--- config.mk ---
export PLATFORM = sky130hd
export DESIGN_NAME = priority_bitmap_task_scheduler_top_flat
export DESIGN_NICKNAME = d
export VERILOG_FILES = /design/src/sv/pbts_pkg.sv /design/src/sv/pbts_req_if.sv /design/src/sv/pbts_rsp_if.sv /design/src/sv/pbts_ram.sv /design/src/sv/priority_bitmap_task_scheduler_top.sv /design/src/flat_wrapper.sv
export SDC_FILE = /design/constraint.sdc
export NUM_CORES = 1
export LEC_CHECK = 0
export BUFFER_PORTS_ARGS = -buffer_cell sky130_fd_sc_hd__buf_2
export CAP_MARGIN = 20
export CORE_MARGIN = 2
export CORE_UTILIZATION = 65
export DETAILED_ROUTE_END_ITERATION = 8
export HOLD_SLACK_MARGIN = 0.02
export PLACE_DENSITY = 0.82
export SLEW_MARGIN = 20
export SYNTH_ARGS = -nofsm -noshare
export SYNTH_HDL_FRONTEND = slang
export SYNTH_SLANG_ARGS = --single-unit
--- constraint.sdc ---
create_clock -name clock -period 10 [get_ports clock]
set_clock_uncertainty 0.05 [all_clocks]
set_input_delay 2 -clock clock [delete_from_list [all_inputs] [get_ports clock]]
set_output_delay 2 -clock clock [all_outputs]
set_load 0.05 [all_outputs]
--- src/sv/pbts_pkg.sv ---
// ----------------------------------------------------------------------------
// pbts_pkg
// Shared field widths and request codes of the priority bitmap scheduler.
// ----------------------------------------------------------------------------
`default_nettype none

package pbts_pkg;

   localparam int FUNC_W      = 3;
   localparam int PRIO_FLD_W  = 5;
   localparam int TICKS_FLD_W = 32;
   localparam int LOCK_W      = 8;
   localparam int MASK_W      = 32;

   localparam logic [FUNC_W-1:0] FUNC_CREATE = 3'd0;
   localparam logic [FUNC_W-1:0] FUNC_DELAY  = 3'd1;
   localparam logic [FUNC_W-1:0] FUNC_TICK   = 3'd2;
   localparam logic [FUNC_W-1:0] FUNC_LOCK   = 3'd3;
   localparam logic [FUNC_W-1:0] FUNC_UNLOCK = 3'd4;

   localparam logic [LOCK_W-1:0] LOCK_MAX = 8'd255;

endpackage

`default_nettype wire

--- src/sv/pbts_req_if.sv ---
// ----------------------------------------------------------------------------
// pbts_req_if
// Request channel: scheduler call with its priority and tick count.
// ----------------------------------------------------------------------------
`default_nettype none

interface pbts_req_if import pbts_pkg::*; ();

   logic                   valid;
   logic                   ready;
   logic [FUNC_W-1:0]      func;
   logic [PRIO_FLD_W-1:0]  prio;
   logic [TICKS_FLD_W-1:0] ticks;

   modport source (output valid, func, prio, ticks, input ready);
   modport sink   (input valid, func, prio, ticks, output ready);

endinterface

`default_nettype wire

--- src/sv/pbts_rsp_if.sv ---
// ----------------------------------------------------------------------------
// pbts_rsp_if
// Result channel: running task, switch flag and scheduler status.
// ----------------------------------------------------------------------------
`default_nettype none

interface pbts_rsp_if import pbts_pkg::*; ();

   logic                  valid;
   logic                  ready;
   logic [PRIO_FLD_W-1:0] next_prio;
   logic                  switch_now;
   logic                  none_ready;
   logic [LOCK_W-1:0]     lock_depth;
   logic [MASK_W-1:0]     ready_mask;

   modport source (output valid, next_prio, switch_now, none_ready, lock_depth, ready_mask,
                   input ready);
   modport sink   (input valid, next_prio, switch_now, none_ready, lock_depth, ready_mask,
                   output ready);

endinterface

`default_nettype wire

--- src/sv/pbts_ram.sv ---
// ----------------------------------------------------------------------------
// pbts_ram
// Generic simple dual-port RAM, one write port, one registered read port.
// ----------------------------------------------------------------------------
`default_nettype none

module pbts_ram #(
   parameter int WIDTH = 32,
   parameter int DEPTH = 32
) (
   input  wire logic                     clock,
   input  wire logic                     wr_en,
   input  wire logic [$clog2(DEPTH)-1:0] wr_addr,
   input  wire logic [WIDTH-1:0]         wr_data,
   input  wire logic [$clog2(DEPTH)-1:0] rd_addr,
   output logic      [WIDTH-1:0]         rd_data
);

   logic [WIDTH-1:0] mem [DEPTH];

   always_ff @(posedge clock) begin
      if (wr_en) begin
         mem[wr_addr] <= wr_data;
      end
      rd_data <= mem[rd_addr];
   end

endmodule

`default_nettype wire

--- src/sv/priority_bitmap_task_scheduler_top.sv ---
// ----------------------------------------------------------------------------
// priority_bitmap_task_scheduler_top
// One-task-per-priority scheduler: ready bitmap, tick delays kept in RAM,
// nested scheduler lock and lowest-number-first selection.
//
//   channel   dir   handshake          payload
//   req_bus   in    valid / ready      func, prio, ticks
//   rsp_bus   out   valid / ready      next_prio, switch_now, none_ready,
//                                      lock_depth, ready_mask
//
// Create, delay, lock, unlock: accept leads to the schedule step, which
// registers the result once the output is free. Tick: one delay counter
// per cycle through the single read port of the delay RAM, then schedule.
// One request in flight; the next is accepted once the result is registered,
// even while it waits on rsp_bus.ready. A stalled result holds the block.
// Synchronous reset clears bitmaps, lock count and running task; the delay
// RAM is not cleared, entries are used only after a delay has written them.
// ----------------------------------------------------------------------------
`default_nettype none

module priority_bitmap_task_scheduler_top import pbts_pkg::*; #(
   parameter int PRIO_COUNT = 32,
   parameter int TICK_WIDTH = 32
) (
   input  wire logic   clock,
   input  wire logic   reset,
   pbts_req_if.sink    req_bus,
   pbts_rsp_if.source  rsp_bus
);

   localparam int PRIO_W = $clog2(PRIO_COUNT);
   localparam int CNT_W  = $clog2(PRIO_COUNT + 1);

   localparam logic [1:0] S_IDLE  = 2'd0;
   localparam logic [1:0] S_WALK  = 2'd1;
   localparam logic [1:0] S_SCHED = 2'd2;

   logic [1:0]            state_ff, state_in;
   logic [PRIO_COUNT-1:0] ready_ff, ready_in;
   logic [PRIO_COUNT-1:0] delayed_ff, delayed_in;
   logic [LOCK_W-1:0]     lock_ff, lock_in;
   logic [PRIO_W-1:0]     running_ff, running_in;
   logic                  sched_ff, sched_in;
   logic [CNT_W-1:0]      cnt_ff, cnt_in;
   logic                  wb_vld_ff, wb_vld_in;
   logic [PRIO_W-1:0]     wb_idx_ff, wb_idx_in;

   logic                  rsp_valid_ff, rsp_valid_in;
   logic [PRIO_FLD_W-1:0] rsp_prio_ff, rsp_prio_in;
   logic                  rsp_switch_ff, rsp_switch_in;
   logic                  rsp_none_ff, rsp_none_in;
   logic [LOCK_W-1:0]     rsp_lock_ff, rsp_lock_in;
   logic [MASK_W-1:0]     rsp_mask_ff, rsp_mask_in;

   logic                  ram_wr_en;
   logic [PRIO_W-1:0]     ram_wr_addr;
   logic [TICK_WIDTH-1:0] ram_wr_data;
   logic [PRIO_W-1:0]     ram_rd_addr;
   logic [TICK_WIDTH-1:0] ram_rd_data;
   logic [TICK_WIDTH-1:0] dec_cnt;

   logic                  accept;
   logic                  out_free;
   logic [PRIO_W-1:0]     pick;
   logic                  do_switch;
   logic [PRIO_W-1:0]     create_idx;

   function automatic logic [PRIO_W-1:0] first_set(input logic [PRIO_COUNT-1:0] r);
      logic [PRIO_COUNT-1:0] iso;
      logic [PRIO_W-1:0]     idx;
      iso = r & (~r + PRIO_COUNT'(1));
      idx = '0;
      for (int k = 0; k < PRIO_COUNT; k++) begin
         if (iso[k]) begin
            idx = idx | PRIO_W'(k);
         end
      end
      return idx;
   endfunction

   pbts_ram #(
      .WIDTH (TICK_WIDTH),
      .DEPTH (PRIO_COUNT)
   ) u_delay_ram (
      .clock   (clock),
      .wr_en   (ram_wr_en),
      .wr_addr (ram_wr_addr),
      .wr_data (ram_wr_data),
      .rd_addr (ram_rd_addr),
      .rd_data (ram_rd_data)
   );

   assign req_bus.ready = (state_ff == S_IDLE);
   assign accept        = req_bus.valid && req_bus.ready;
   assign out_free      = !rsp_valid_ff || rsp_bus.ready;
   assign create_idx    = PRIO_W'(req_bus.prio);
   assign ram_rd_addr   = cnt_ff[PRIO_W-1:0];
   assign dec_cnt       = ram_rd_data - TICK_WIDTH'(1);
   assign pick          = first_set(ready_ff);
   assign do_switch     = sched_ff && (lock_ff == '0) && (ready_ff != '0)
                          && (pick != running_ff);

   always_comb begin
      state_in      = state_ff;
      ready_in      = ready_ff;
      delayed_in    = delayed_ff;
      lock_in       = lock_ff;
      running_in    = running_ff;
      sched_in      = sched_ff;
      cnt_in        = cnt_ff;
      wb_vld_in     = 1'b0;
      wb_idx_in     = ram_rd_addr;
      rsp_valid_in  = rsp_valid_ff && !rsp_bus.ready;
      rsp_prio_in   = rsp_prio_ff;
      rsp_switch_in = rsp_switch_ff;
      rsp_none_in   = rsp_none_ff;
      rsp_lock_in   = rsp_lock_ff;
      rsp_mask_in   = rsp_mask_ff;
      ram_wr_en     = 1'b0;
      ram_wr_addr   = wb_idx_ff;
      ram_wr_data   = dec_cnt;

      unique case (state_ff)
         S_IDLE: begin
            if (accept) begin
               state_in = S_SCHED;
               sched_in = 1'b0;
               unique case (req_bus.func)
                  FUNC_CREATE: begin
                     if (int'(req_bus.prio) < PRIO_COUNT) begin
                        ready_in[create_idx]   = 1'b1;
                        delayed_in[create_idx] = 1'b0;
                     end
                  end
                  FUNC_DELAY: begin
                     ram_wr_en              = 1'b1;
                     ram_wr_addr            = running_ff;
                     ram_wr_data            = req_bus.ticks[TICK_WIDTH-1:0];
                     delayed_in[running_ff] = 1'b1;
                     ready_in[running_ff]   = 1'b0;
                     sched_in               = 1'b1;
                  end
                  FUNC_TICK: begin
                     state_in = S_WALK;
                     cnt_in   = '0;
                     sched_in = 1'b1;
                  end
                  FUNC_LOCK: begin
                     if (lock_ff != LOCK_MAX) begin
                        lock_in = lock_ff + LOCK_W'(1);
                     end
                  end
                  FUNC_UNLOCK: begin
                     if (lock_ff != '0) begin
                        lock_in  = lock_ff - LOCK_W'(1);
                        sched_in = (lock_ff == LOCK_W'(1));
                     end
                  end
                  default: begin
                  end
               endcase
            end
         end
         S_WALK: begin
            if (int'(cnt_ff) < PRIO_COUNT) begin
               cnt_in    = cnt_ff + CNT_W'(1);
               wb_vld_in = 1'b1;
            end else begin
               state_in = S_SCHED;
            end
            if (wb_vld_ff && delayed_ff[wb_idx_ff]) begin
               ram_wr_en = 1'b1;
               if (dec_cnt == '0) begin
                  delayed_in[wb_idx_ff] = 1'b0;
                  ready_in[wb_idx_ff]   = 1'b1;
               end
            end
         end
         S_SCHED: begin
            if (out_free) begin
               state_in      = S_IDLE;
               rsp_valid_in  = 1'b1;
               rsp_switch_in = do_switch;
               rsp_prio_in   = PRIO_FLD_W'(do_switch ? pick : running_ff);
               rsp_none_in   = (ready_ff == '0);
               rsp_lock_in   = lock_ff;
               rsp_mask_in   = MASK_W'(ready_ff);
               if (do_switch) begin
                  running_in = pick;
               end
            end
         end
         default: begin
            state_in = S_IDLE;
         end
      endcase
   end

   always_ff @(posedge clock) begin
      if (reset) begin
         state_ff     <= S_IDLE;
         ready_ff     <= '0;
         delayed_ff   <= '0;
         lock_ff      <= '0;
         running_ff   <= '0;
         sched_ff     <= 1'b0;
         cnt_ff       <= '0;
         wb_vld_ff    <= 1'b0;
         rsp_valid_ff <= 1'b0;
      end else begin
         state_ff     <= state_in;
         ready_ff     <= ready_in;
         delayed_ff   <= delayed_in;
         lock_ff      <= lock_in;
         running_ff   <= running_in;
         sched_ff     <= sched_in;
         cnt_ff       <= cnt_in;
         wb_vld_ff    <= wb_vld_in;
         rsp_valid_ff <= rsp_valid_in;
      end
   end

   always_ff @(posedge clock) begin
      wb_idx_ff     <= wb_idx_in;
      rsp_prio_ff   <= rsp_prio_in;
      rsp_switch_ff <= rsp_switch_in;
      rsp_none_ff   <= rsp_none_in;
      rsp_lock_ff   <= rsp_lock_in;
      rsp_mask_ff   <= rsp_mask_in;
   end

   assign rsp_bus.valid      = rsp_valid_ff;
   assign rsp_bus.next_prio  = rsp_prio_ff;
   assign rsp_bus.switch_now = rsp_switch_ff;
   assign rsp_bus.none_ready = rsp_none_ff;
   assign rsp_bus.lock_depth = rsp_lock_ff;
   assign rsp_bus.ready_mask = rsp_mask_ff;

`ifndef SYNTHESIS
   a_ready_delayed_disjoint: assert property (@(posedge clock) disable iff (reset)
      (ready_ff & delayed_ff) == '0)
      else $error("task both ready and delayed");

   a_one_in_flight: assert property (@(posedge clock) disable iff (reset)
      accept |=> !req_bus.ready)
      else $error("request accepted while another is in flight");

   a_result_from_sched: assert property (@(posedge clock) disable iff (reset)
      $rose(rsp_valid_ff) |-> $past(state_ff) == S_SCHED)
      else $error("result raised outside the schedule step");

   // checked on the cycle a fresh result is loaded
   a_switch_to_ready: assert property (@(posedge clock) disable iff (reset)
      (rsp_valid_ff && rsp_switch_ff && state_ff == S_IDLE && $past(state_ff) == S_SCHED)
      |-> ready_ff[running_ff])
      else $error("switch to a task that is not ready");
`endif

endmodule

`default_nettype wire

--- src/flat_wrapper.sv ---
// flat-port wrapper written by rule: the top's interface ports become plain ports
module priority_bitmap_task_scheduler_top_flat import pbts_pkg::*;
#(
   parameter int PRIO_COUNT = 32,
   parameter int TICK_WIDTH = 32
)
  (clock, reset, req_bus_valid, req_bus_func, req_bus_prio, req_bus_ticks, req_bus_ready, rsp_bus_valid, rsp_bus_next_prio, rsp_bus_switch_now, rsp_bus_none_ready, rsp_bus_lock_depth, rsp_bus_ready_mask, rsp_bus_ready);
  pbts_req_if req_bus_i ();
  pbts_rsp_if rsp_bus_i ();
  input  wire logic clock;
  input  wire logic reset;
  input wire logic [$bits(req_bus_i.valid)-1:0] req_bus_valid;
  input wire logic [$bits(req_bus_i.func)-1:0] req_bus_func;
  input wire logic [$bits(req_bus_i.prio)-1:0] req_bus_prio;
  input wire logic [$bits(req_bus_i.ticks)-1:0] req_bus_ticks;
  output wire logic [$bits(req_bus_i.ready)-1:0] req_bus_ready;
  output wire logic [$bits(rsp_bus_i.valid)-1:0] rsp_bus_valid;
  output wire logic [$bits(rsp_bus_i.next_prio)-1:0] rsp_bus_next_prio;
  output wire logic [$bits(rsp_bus_i.switch_now)-1:0] rsp_bus_switch_now;
  output wire logic [$bits(rsp_bus_i.none_ready)-1:0] rsp_bus_none_ready;
  output wire logic [$bits(rsp_bus_i.lock_depth)-1:0] rsp_bus_lock_depth;
  output wire logic [$bits(rsp_bus_i.ready_mask)-1:0] rsp_bus_ready_mask;
  input wire logic [$bits(rsp_bus_i.ready)-1:0] rsp_bus_ready;
  assign req_bus_i.valid = req_bus_valid;
  assign req_bus_i.func = req_bus_func;
  assign req_bus_i.prio = req_bus_prio;
  assign req_bus_i.ticks = req_bus_ticks;
  assign req_bus_ready = req_bus_i.ready;
  assign rsp_bus_valid = rsp_bus_i.valid;
  assign rsp_bus_next_prio = rsp_bus_i.next_prio;
  assign rsp_bus_switch_now = rsp_bus_i.switch_now;
  assign rsp_bus_none_ready = rsp_bus_i.none_ready;
  assign rsp_bus_lock_depth = rsp_bus_i.lock_depth;
  assign rsp_bus_ready_mask = rsp_bus_i.ready_mask;
  assign rsp_bus_i.ready = rsp_bus_ready;
  priority_bitmap_task_scheduler_top #(.PRIO_COUNT(PRIO_COUNT), .TICK_WIDTH(TICK_WIDTH)) u_core (.clock(clock), .reset(reset), .req_bus(req_bus_i), .rsp_bus(rsp_bus_i));
endmodule
==> run_results.csv <==
group,metric,value,unit
sta,achievable-frequency,200,MHz
yosys,synth_sequential_area_ratio,0.733,
yosys,most_frequently_used_flop_master_after_synthesis,"sky130_fd_sc_hd__edfxtp_1",
pwr,p_int,8180,uW
clocking,cts_num_sinks,1196,
critical_path,startpoint_type,"primary input",
critical_path,timing.critical_path.fanout_max,32,
critical_path,arrival,5.24,ns
floorplanning,floorplan.die.height,274,um
pwr,switching_share,0.221,
clocking,clk_latency,0.69,ns
final_layout,fillCellCount,3799,
pwr,vdd_drop_max,0.000202,V
route,detail_route.wl_per_cell,33.6,um
flow_run,maxCapViolations,0,
floorplanning,placement_rows,98,
yosys,postSynthNetCount,2492,
worst_hold_path,hold_path_class,"flip-flop to flip-flop",
clocking,post_cts.repair.setup_buffers,0,
pwr,power.sequential.fraction,0.532,
yosys,number_of_enable_type_register_cells_in_the_synthesized_netlist,1071,
clocking,ctsHoldBuffers,0,
placed_design,io_buffers,92,
final_layout,syn2layout_area_growth,12.6,%
pwr,power_leakage,0.0165,uW
floorplanning,initial_utilization,0.659,
sta,finalCritPeriodShare,0.500,
sta,layout_min_cycle_time,5.00,ns
floorplanning,coreArea,0.0717,mm^2
run_status,outcome,"finished clean",
floorplanning,die_w,274,um
route,vias_per_cell,7.13,
placed_design,placed_cell_area,0.0493,mm^2
pwr,power_density,197,mW/mm^2
pwr,power_frac_comb,0.064,
yosys,synth-seq-cells,1196,
route,first_iter_violations,3778,
critical_path,slowest_cp_cell,"sky130_fd_sc_hd__nor2_4",
pwr,post-layout-total-power,10500,uW
sta,finalMaxSlewViolations,0,
route,drt-pass1-iter-count,8,
final_layout,num-nets-final,2645,
clocking,cts_tree,"done",
yosys,synth.distinct_cells,72,
sta,grt_setup_unrepaired,"false",
critical_path,timing.critical_path.required,10.24,ns
critical_path,critPathMaxStageDelay,1.06,ns
critical_path,crit_path_cell_trace,"buf_2 -> nor2b_1 -> nor2b_1 -> nand2_1 -> buf_4 -> mux2i_1 -> inv_1 -> nand2_1 -> nor2_4",
final_layout,highest_count_cells_in_the_layout_ignoring_fill_and_taps,"sky130_fd_sc_hd__edfxtp_1, sky130_fd_sc_hd__mux4_2, sky130_fd_sc_hd__dfxtp_1, sky130_fd_sc_hd__clkbuf_16, sky130_fd_sc_hd__nor2_1",
global_route,grt_first_pass_wirelength,176000,um
clocking,clock_slew_seen_by_the_registers_of_the_worst_setup_and_hold_paths,0.06,ns
clocking,clock_tree.htree_level_count,3,
sta,timing.max_slew.rel_slack,0.186,
route,post_route_wl,123000,um
global_route,number_of_global_route_vias_before_repair,25600,
critical_path,cp_num_buf_inv,3,
clocking,cts_root_buffer,"sky130_fd_sc_hd__clkbuf_16",
floorplanning,ioPinCount,93,
critical_path,cpLargestDelayFamily,"simple AND/OR/NAND/NOR gates",
clocking,cts.repair.resized,0,
yosys,yosys_warnings,0,
sta,setup_viol,0,
sta,tightest_slew,1.19,ns
sta,setup_tns,0,ns
route,dr_total_vias,26000,
sta,final_hold_viol_count,0,
yosys,async_reset_ff_frac,0,
final_layout,layout-drive-gt1-share,0.285,
route,drtAntennaViolNets,0,
placed_design,globalplace.congestion,0.942,
final_layout,layout_commonest_cell,"sky130_fd_sc_hd__edfxtp_1",
yosys,synth_area,0.0473,mm^2
pwr,clkPwrFrac,0.405,
pwr,total_switching_power,2320,uW
global_route,gr-usage-all-layers,0.329,
route,post-route-drc-count,0,
critical_path,setup_crit_path_kind,"primary input to flip-flop",
sta,hold-worst-slack,0.416,ns
clocking,cts_made_buffers,112,
placed_design,dp_hpwl,71200,um
global_route,grt_antenna_before_repair,3,
critical_path,worst_setup_path_end_kind,"flip-flop",
global_route,grt.overflow.total,0,
floorplanning,fp.dieArea,0.0749,mm^2
clocking,clockBufferDepth,3,
final_layout,final_cell_area,0.0532,mm^2
global_route,grt_max_degree,73,
yosys,syn_avg_cell_area,19.4,um^2
yosys,syn_inst,2442,
==> registers in the layout (all words and copies together) (netlist names), 6 cells and up <==
| name | flops |
|---|---|
| u_core.u_delay_ram.mem | 1024 |
| u_core.rsp_bus.lock_depth | 8 |
| u_core.delayed_ff | 32 |
| u_core.ready_ff | 32 |
| u_core.rsp_bus.ready_mask | 32 |
| u_core.cnt_ff | 6 |
| u_core.lock_ff | 8 |
| u_core.u_delay_ram.rd_data | 32 |
==> tightest hold or removal path: stages, from the launching register on <==
cell	delay, ns
sky130_fd_sc_hd__dfxtp_1	0.31
sky130_fd_sc_hd__nand2_1	0.05
sky130_fd_sc_hd__a21oi_1	0.05
==> layer usage <==
metal | vias to the layer above | global-route usage | routed length, um
li1 | 10400 | - | -
met1 | 13300 | 0.433 | 42000
met2 | 1944 | 0.542 | 61600
met3 | 388 | 0.0675 | 12400
met4 | 0 | 0.144 | 6640
met5 | - | 0 | 0
==> power groups by stage <==
stage | Sequential [uW] | Clock [uW] | Combinational (uW)
after floorplan | 5700 | 0 | 395
final | 5580 | 4250 | 668
after global routing | 5580 | 4450 | 700
after detailed placement | 5680 | 0 | 651
after CTS | 5580 | 4270 | 661
after global placement | 5680 | 0 | 625
==> per-stage QoR <==
stage | setup slack (ns) | util | cells
2_1_floorplan | 4.71 | - | 2442
3_3_place_gp | 4.44 | 0.685 | 3414
6_report | 5.00 | 0.742 | 3647
4_1_cts | 4.96 | 0.737 | 3630
3_5_place_dp | 4.23 | 0.687 | 3418
5_1_grt | 4.83 | 0.742 | 3645
==> cells in the mapped netlist, types with 8 or more instances <==
cell / number / share of area
sky130_fd_sc_hd__dfxtp_1: 125 / 0.053
sky130_fd_sc_hd__mux2_2: 40 / 0.0095
sky130_fd_sc_hd__o211a_1: 22 / 0.0047
sky130_fd_sc_hd__nor2b_1: 10 / 0.0013
sky130_fd_sc_hd__inv_1: 20 / 0.0016
sky130_fd_sc_hd__nand3_1: 41 / 0.0043
sky130_fd_sc_hd__or3_1: 10 / 0.0013
sky130_fd_sc_hd__o31ai_1: 8 / 0.0013
sky130_fd_sc_hd__edfxtp_1: 1071 / 0.68
sky130_fd_sc_hd__a22oi_1: 22 / 0.0035
sky130_fd_sc_hd__a21oi_1: 67 / 0.0071
sky130_fd_sc_hd__nand4_1: 11 / 0.0015
sky130_fd_sc_hd__nor4_1: 20 / 0.0026
sky130_fd_sc_hd__o21ai_1: 10 / 0.0011
sky130_fd_sc_hd__mux2i_1: 15 / 0.0032
sky130_fd_sc_hd__nand2b_1: 12 / 0.0016
sky130_fd_sc_hd__buf_1: 29 / 0.0023
sky130_fd_sc_hd__nand2_1: 71 / 0.0056
sky130_fd_sc_hd__clkbuf_1: 93 / 0.0074
sky130_fd_sc_hd__and3_1: 12 / 0.0016
sky130_fd_sc_hd__xnor2_1: 30 / 0.0056
sky130_fd_sc_hd__nor2_1: 136 / 0.011
sky130_fd_sc_hd__xor2_1: 10 / 0.0019
sky130_fd_sc_hd__o22a_1: 11 / 0.0020
sky130_fd_sc_hd__nor3_1: 42 / 0.0044
sky130_fd_sc_hd__o21ai_0: 63 / 0.0067
sky130_fd_sc_hd__mux4_2: 321 / 0.15
==> logic make-up (layout without fill, tap and decap cells) <==
logic type / count (synthesis) / in the layout / synth area share
flip-flops: 1196 / 1196 / 0.733
AO/OA/AOI/OAI: 262 / 262 / 0.0367
other: 0 / 4 / 0
adder cells (fa/ha/maj): 6 / 6 / 0.00159
XOR/XNOR: 40 / 40 / 0.00741
multiplexers: 376 / 376 / 0.166
AND/OR/NAND/NOR: 408 / 408 / 0.0423
buffers and inverters: 154 / 405 / 0.0128
==> layout make-up <==
cell class | count | area, um^2 | area share
flip-flops and latches | 1196 | 34700 | 0.652
multi-input cells | 1092 | 12300 | 0.231
clock buffers | 137 | 2930 | 0.0550
repair buffers | 172 | 1310 | 0.0246
well taps | 950 | 1190 | 0.0223
clock inverters | 75 | 711 | 0.0134
inverters | 21 | 78.8 | 0.00148
diodes | 4 | 10.0 | 0.000188
==> path summary, 6_finish.rpt <==
kind                                                            start                                        to  slack, ns  depth (start not counted)
worst max-delay path                                  req_bus_func[0]  u_core.u_delay_ram.mem[11][22]$_DFFE_PP_       5.00                          9
worst min-delay path                     u_core.sched_ff$_SDFFE_PP0P_              u_core.sched_ff$_SDFFE_PP0P_       0.42                          2
worst max register to register  u_core.u_delay_ram.rd_data[0]$_DFF_P_           u_core.ready_ff[9]$_SDFFE_PP0P_       5.12                         11
worst min register to register           u_core.sched_ff$_SDFFE_PP0P_              u_core.sched_ff$_SDFFE_PP0P_       0.42                          2
No activity file was read; power rests on OpenSTA's default activity.
